## config.mk

```make
export PLATFORM = sky130hd
export DESIGN_NAME = bir_div
export DESIGN_NICKNAME = d
export VERILOG_FILES = /design/src/design/bir_pkg.sv /design/src/design/bir_div.sv
export SDC_FILE = /design/constraint.sdc
export NUM_CORES = 2
export LEC_CHECK = 0
export BUFFER_PORTS_ARGS = -buffer_cell sky130_fd_sc_hd__buf_2
export CELL_PAD_IN_SITES_DETAIL_PLACEMENT = 0
export CELL_PAD_IN_SITES_GLOBAL_PLACEMENT = 1
export CORE_MARGIN = 1.5
export CORE_UTILIZATION = 41
export DETAILED_ROUTE_END_ITERATION = 6
export PLACE_DENSITY_LB_ADDON = 0.12
export SETUP_SLACK_MARGIN = 0.3
export SLEW_MARGIN = 5
export SYNTH_ARGS = -nofsm -noshare
export SYNTH_HDL_FRONTEND = slang
export SYNTH_MEMORY_MAX_BITS = 65536
export SYNTH_SLANG_ARGS = --single-unit
```

## constraint.sdc

```tcl
create_clock -name clk_i -period 3.83 [get_ports clk_i]
set_input_delay 0.5745 -clock clk_i [delete_from_list [all_inputs] [get_ports clk_i]]
set_output_delay 0.5745 -clock clk_i [all_outputs]
set_load 0.02 [all_outputs]
```

## src/design/bir_pkg.sv

```systemverilog
// Shared constants, types and register codes of the bilinear resizer.
`default_nettype none
package bir_pkg;

  localparam int MAX_SRC_WIDTH  = 256;
  localparam int MAX_SRC_HEIGHT = 256;
  localparam int FRAC_BITS      = 16;

  localparam int XW     = $clog2(MAX_SRC_WIDTH);
  localparam int YW     = $clog2(MAX_SRC_HEIGHT);
  localparam int CW     = (XW > YW) ? XW : YW;
  localparam int ADDR_W = XW + YW;
  localparam int PW     = 12;
  localparam int CH_W   = 8;
  localparam int NCH    = 4;
  localparam int WORD_W = NCH * CH_W;
  localparam int QW     = CW + FRAC_BITS;
  localparam int WT_W   = FRAC_BITS + 1;
  localparam int TERM_W = CH_W + FRAC_BITS + 1;
  localparam int ACC_W  = CH_W + 2 * FRAC_BITS + 1;

  localparam logic [WT_W-1:0] WT_ONE = WT_W'(1) << FRAC_BITS;

  // register indexes
  localparam logic [2:0] REG_SRC_W = 3'd0;
  localparam logic [2:0] REG_SRC_H = 3'd1;
  localparam logic [2:0] REG_DST_W = 3'd2;
  localparam logic [2:0] REG_DST_H = 3'd3;
  localparam logic [2:0] REG_NCH   = 3'd4;

  // neighbor read order
  localparam logic [1:0] NB_00 = 2'd0;
  localparam logic [1:0] NB_10 = 2'd1;
  localparam logic [1:0] NB_01 = 2'd2;
  localparam logic [1:0] NB_11 = 2'd3;

  typedef struct packed {
    logic              is_rsz;
    logic              st_ok;
    logic [ADDR_W-1:0] addr;
    logic [WORD_W-1:0] data;
    logic [PW-1:0]     px;
    logic [PW-1:0]     py;
    logic [PW-1:0]     dx;
    logic [PW-1:0]     dy;
    logic [CW-1:0]     smx;
    logic [CW-1:0]     smy;
    logic [2:0]        nch;
  } in_t;

  typedef struct packed {
    logic              is_rsz;
    logic              st_ok;
    logic [ADDR_W-1:0] addr;
    logic [WORD_W-1:0] data;
    logic [PW-1:0]     rx;
    logic [PW-1:0]     ry;
    logic [QW-1:0]     sx;
    logic [QW-1:0]     sy;
    logic [PW-1:0]     dx;
    logic [PW-1:0]     dy;
    logic [CW-1:0]     smx;
    logic [CW-1:0]     smy;
    logic [2:0]        nch;
  } div_t;

  typedef struct packed {
    logic [1:0]           k;
    logic [FRAC_BITS-1:0] fx;
    logic [FRAC_BITS-1:0] fy;
    logic [2:0]           nch;
  } tag_t;

endpackage
`default_nettype wire

```

## src/design/bir_div.sv

```systemverilog
// Pipelined coordinate mapper: one multiply stage, then one quotient bit per stage.
`default_nettype none
module bir_div import bir_pkg::*; (
  input  logic clk_i,
  input  logic rst_ni,
  input  logic adv_i,
  input  logic in_valid_i,
  input  in_t  in_i,
  output logic out_valid_o,
  output div_t out_o
);

  function automatic div_t div_step(div_t a);
    div_t       b;
    logic [PW:0] tx;
    logic [PW:0] ty;
    b  = a;
    tx = {a.rx, a.sx[QW-1]};
    ty = {a.ry, a.sy[QW-1]};
    if (tx >= {1'b0, a.dx}) begin
      tx   = tx - {1'b0, a.dx};
      b.sx = {a.sx[QW-2:0], 1'b1};
    end else begin
      b.sx = {a.sx[QW-2:0], 1'b0};
    end
    if (ty >= {1'b0, a.dy}) begin
      ty   = ty - {1'b0, a.dy};
      b.sy = {a.sy[QW-2:0], 1'b1};
    end else begin
      b.sy = {a.sy[QW-2:0], 1'b0};
    end
    b.rx = tx[PW-1:0];
    b.ry = ty[PW-1:0];
    return b;
  endfunction

  logic [QW:0]         vld_q;
  div_t                stg_q [QW+1];
  logic [PW+CW-1:0]    prod_x;
  logic [PW+CW-1:0]    prod_y;
  div_t                stg0_d;

  assign prod_x = (PW+CW)'(in_i.px) * (PW+CW)'(in_i.smx);
  assign prod_y = (PW+CW)'(in_i.py) * (PW+CW)'(in_i.smy);

  always_comb begin
    stg0_d.is_rsz = in_i.is_rsz;
    stg0_d.st_ok  = in_i.st_ok;
    stg0_d.addr   = in_i.addr;
    stg0_d.data   = in_i.data;
    stg0_d.rx     = prod_x[PW+CW-1:CW];
    stg0_d.ry     = prod_y[PW+CW-1:CW];
    stg0_d.sx     = {prod_x[CW-1:0], {FRAC_BITS{1'b0}}};
    stg0_d.sy     = {prod_y[CW-1:0], {FRAC_BITS{1'b0}}};
    stg0_d.dx     = in_i.dx;
    stg0_d.dy     = in_i.dy;
    stg0_d.smx    = in_i.smx;
    stg0_d.smy    = in_i.smy;
    stg0_d.nch    = in_i.nch;
  end

  always_ff @(posedge clk_i or negedge rst_ni) begin
    if (!rst_ni) begin
      vld_q <= '0;
    end else if (adv_i) begin
      vld_q <= {vld_q[QW-1:0], in_valid_i};
    end
  end

  always_ff @(posedge clk_i) begin
    if (adv_i) begin
      stg_q[0] <= stg0_d;
      for (int i = 1; i <= QW; i++) begin
        stg_q[i] <= div_step(stg_q[i-1]);
      end
    end
  end

  assign out_valid_o = vld_q[QW];
  assign out_o       = stg_q[QW];

endmodule
`default_nettype wire

```

## Yosys cells after proc, flatten, opt, wreduce, memory -nomap -nowiden

Memories as Yosys holds them, arrays and structs flattened.
Index checks and enable logic that the tools add are counted.

- Reduce and logical (&&, ||, !) cells: 0
- Eq/ne operators: 0
- Shift operators: 0
- Multipliers: 2
- Add/sub/neg operators: 48
- Divide/modulo/power cells: 0
- Muxes and demuxes: 194
- Magnitude comparators: 48
- Bitwise logic cells: 0

Operators with widths:

| cell | number |
|---|---|
| two-way mux 12 bit | 96 |
| two-way mux 24 bit | 48 |
| >= comparator 13 x 12 -> 1 bit | 48 |
| subtractor 12 bit | 48 |
| two-way mux 1 bit | 50 |
| multiplier 12 x 8 -> 20 bit | 2 |

- Latch bits: 0
- Logic and storage cells: 294
- Bits in read-only memories: 0
- Register bits: 25
- Memory bits (writable): 4125
- Memories: 1
- Bits of input ports: 121

Memories:

| memory | words | width | read ports | clocked after memory_dff | write ports | line | text |
|---|---|---|---|---|---|---|---|
| stg_q | 25 | 165 | 25 | 0 | 25 | bir_div.sv:38 | `div_t stg_q [QW+1];` |

## Depth between registers and ports, before layout

An unclocked memory read counts as a cell.

- Depth in word-level cells: 4
- Gate-level depth with buffers: 19
- Depth with buffers taken out: 17

## Worst setup path after synthesis

OpenSTA, ideal clock, no wires.

- Kind: input to register
- Start point: input in_i[10] in the netlist's numbering
- End point: memory stg_q[0][99] in the netlist's numbering (data pin)
- Slack: -1040 ps
- Buffers on the path: 2
- Required time: 3572 ps
- Arrival time: 4612 ps
- Stages on the path: 19
- Library setup time: 258 ps
- Cell sequence: clkbuf_1 > and2_1 > fa_1 > inv_1 > fa_1 > inv_1 > fa_1 > inv_1 > fa_1 > inv_1 > ha_1 > clkbuf_1 > and3_1 > and3_1 > a31oi_1 > o21ai_0 > a21o_1 > a21oi_1 > xnor2_1

RTL lines:

| item | line | text |
|---|---|---|
| start, declared | bir_div.sv:8 | `input in_t in_i,` |
| end, declared | bir_div.sv:38 |  |

==> run summary <==
number of synthesized flops with an enable pin: 3597
Pwr Density: 752.7 nW/um^2
Finish-stage setup viols: 0
gr usage total: 12.93%
Clock power frac: 28.1%
count of final max-slew check failures: 0
Synth area leader: edfxtp_1
period utilization: 97.98%
cells along the critical path: buf_12 > and2_4 > fa_1 > inv_1 > fa_1 > inv_2 > fa_1 > inv_1 > fa_1 > inv_2 > ha_4 > buf_6 > nand3_2 > o211ai_1 > nor3b_1 > nand3_1 > a31o_2 > a21oi_2 > xnor2_1
Synth area leaders: edfxtp_1 71%, ha_1 5.4%, mux2_2 2.3%
Hold Vio Cnt, Final: 0
Reg power frac: 41.8%
Core ar.: 368300 sq um
min-delay worst type: in -> reg
TritonCTS clock tree: done
Async SR Flop Fraction: 0.6902%
Mapped Area: 151500 sq um
skew final: 75.24 ps
net switching fraction of the power: 28.86%
Setup TNS: 0 ps
clk slew on worst S/H paths: 60 ps
crit path max fanout: 6
Vias: 73.17k
Rows: 223
Startpoint Class: input pin
vias in the first global route: 75.95k
CP most frequent cell: fa_1
global-route wire length before repair: 396800 microns
post-synthesis register bit count: 3622
Slew headroom: 22.02%
DR vias/cell: 4.821
buffer depth of the longest clock path: 4
Worst-Skew Late Latency: 930 ps
total CTS buffers: 391
largest net degree at the start of global routing: 162
Main synth FF type: edfxtp_1
max_cap viols: 0
Hold WS: 66.20 ps
Syn Nets: 10.19k
area grow syn2layout: 14.86%
Lkg Pwr: 65.92 nW
critical path type: in -> reg
WP buf/inv: 6
Post-DP HPWL: 163600 microns
Comb pwr share: 30.1%
antenna violations before repair: 8
outcome: completed
DR pass1 iterations: 7
Die H: 611.0 microns
initial DRC count: 4353
share of the synthesized area in the top cell type: 71.28%
Netlist cell types: 68
maximum operating frequency: 266.5 MHz
Worst EP arrival: 4380 ps
die area: 373300 sq um
measured slew at the worst slew-check pin: 1162 ps
clock sinks: 3622
layout cells sized above 1: 16.97%
Overflow after GRT: 0
Routed Antenna Nets: 0
RePlAce Congestion: 0.8228
# nets final: 10.96k
unrepaired setup endpoints after global routing: true
die width: 611.0 microns
synth warn: 0
post-layout instance area: 174100 sq um
Worst path top cell family by delay: adder cells
switching pwr: 0.03780 W
Avg Inst Size Synth: 16.38 sq um
P_int: 0.09321 W
Routed WL per cell: 16.13 microns
Post-Route WL: 244800 microns
CP max-delay cell: fa_1
CP peak stage delay: 530 ps
sequential share of the synthesized area: 71.69%
Crit. End Element: register
Port Buffer Count: 286
placed cell area: 159700 sq um
Ports: 287
min Tclk post-route: 3753 ps
Clock Tree Root: clkbuf_16
synthesized instance count: 9249
H-Tree Depth: 5
CP required: 4460 ps
maximum vdd drop: 0.0003855 V
DRC: 0
Initial Util: 41.14%
==> kinds of logic after synthesis <==
group | share of synthesized area [%]
DFF | 71.69
and+or+nand+nor | 4.814
AOI/OAI and AO/OA | 6.013
buffers and inverters | 3.331
adders and majority gates | 7.636
muxes | 4.156
xor gates and xnor gates | 2.358
==> path summary, 6_finish.rpt <==
kind | startpoint | to | slack, ps | cells after the start
setup reg to reg | stg_q[0][2012]$_DFFE_PP_ | stg_q[0][2255]$_DFFE_PP_ | 520 | 9
setup / recovery | in_i[49] | stg_q[0][102]$_DFFE_PP_ | 80 | 19
max in group asynchronous | rst_ni | vld_q[17]$_DFFE_PN0P_ | 3290 | 2
hold reg to reg | stg_q[0][254]$_DFFE_PP_ | stg_q[0][420]$_DFFE_PP_ | 370 | 0
hold / removal | in_i[7] | stg_q[0][7]$_DFFE_PP_ | 70 | 2
min in group asynchronous | rst_ni | vld_q[23]$_DFFE_PN0P_ | 170 | 2
==> stage by stage <==
step	worst slack (ps)	utilization (%)	power (W)	std cells
global placement	-963.6	43.37	0.09369	14350
global route	-20.06	47.26	0.1392	15175
finish	77.45	47.26	0.1310	15176
detailed placement	-999.3	43.37	0.09444	14350
floorplan	-687.7	-	0.08523	9249
CTS	139.3	47.18	0.1327	15170
==> power groups by stage <==
stage | clock network (W) | logic [W] | registers (W)
after global placement | 0 | 0.0381 | 0.0556
after CTS | 0.0384 | 0.0395 | 0.0549
after global routing | 0.0398 | 0.0440 | 0.0554
after detailed placement | 0 | 0.0388 | 0.0556
after floorplan | 0 | 0.0310 | 0.0542
final | 0.0368 | 0.0395 | 0.0547
==> per-layer routing <==
| layer | GRT usage (%) | up-vias | part of all wire [%] |
|---|---|---|---|
| met1 | 16.22 | 35718 | 44 |
| met3 | 2.048 | 488 | 3.5 |
| met4 | 4.534 | 4 | 3.2 |
| met2 | 22.65 | 974 | 49 |
| met5 | 0 | - | 0.011 |
| li1 | - | 35985 | - |
==> cell type report <==
cell class              instances  area, sq um
well taps                    4837         6052
multi-input cells            4491        38530
fillers                     31382       194200
diodes                          2        5.005
repair buffers                610         4756
flip-flops and latches       3622       108600
clock inverters               246         2624
clock buffers                 470        10080
inverters                     898         3371
==> cell usage in the layout, fill, tap and decap left out, types with 47 or more instances in the layout <==
cell and instances:
a21oi_1 386, ha_1 637, a21o_1 143, nor3_1 74, mux2i_1 90, clkinv_2 89, nand2b_1 63, fa_1 156
clkbuf_16 391, or3_1 77, o31a_1 49, o21ai_0 260, nor2b_1 97, o21a_1 180, nand3_1 62, inv_1 877
clkinv_1 67, and2_1 156, nand2_1 237, edfxtp_1 3597, buf_4 192, mux2_2 307, mux2_4 118, dlygate4sd3_1 92
xnor2_1 239, a211o_1 47, buf_2 258, xor2_1 167, clkbuf_1 79, nor2_1 302, nand4_1 106
==> cell usage after synthesis, types with 68 or more instances <==
| library cell | number |
|---|---|
| edfxtp_1 | 3597 |
| xor2_1 | 167 |
| nand4_1 | 106 |
| ha_1 | 656 |
| or3_1 | 77 |
| nand2b_1 | 68 |
| mux2_2 | 307 |
| nor2_1 | 306 |
| nor2b_1 | 98 |
| o21ai_0 | 274 |
| nor3_1 | 76 |
| inv_1 | 898 |
| a21o_1 | 143 |
| a21oi_1 | 401 |
| nand2_1 | 247 |
| o21a_1 | 180 |
| mux2_4 | 118 |
| xnor2_1 | 241 |
| mux2i_1 | 90 |
| fa_1 | 168 |
| buf_4 | 165 |
| and2_1 | 183 |
==> flip-flops by register name (all words and copies together), names as in the netlist <==
| register | cells |
|---|---|
| vld_q | 25 |
| stg_q | 3597 |
==> timing repair <==
item,in CTS,in global routing
endpoints found under the hold margin,127,0
gates cloned,1,0
pin swaps,65,51
endpoints found under the setup margin,16,27
resized for setup,86,76
buffers inserted,11,4
hold buffers,92,0
(Power assumes the default switching activity.)
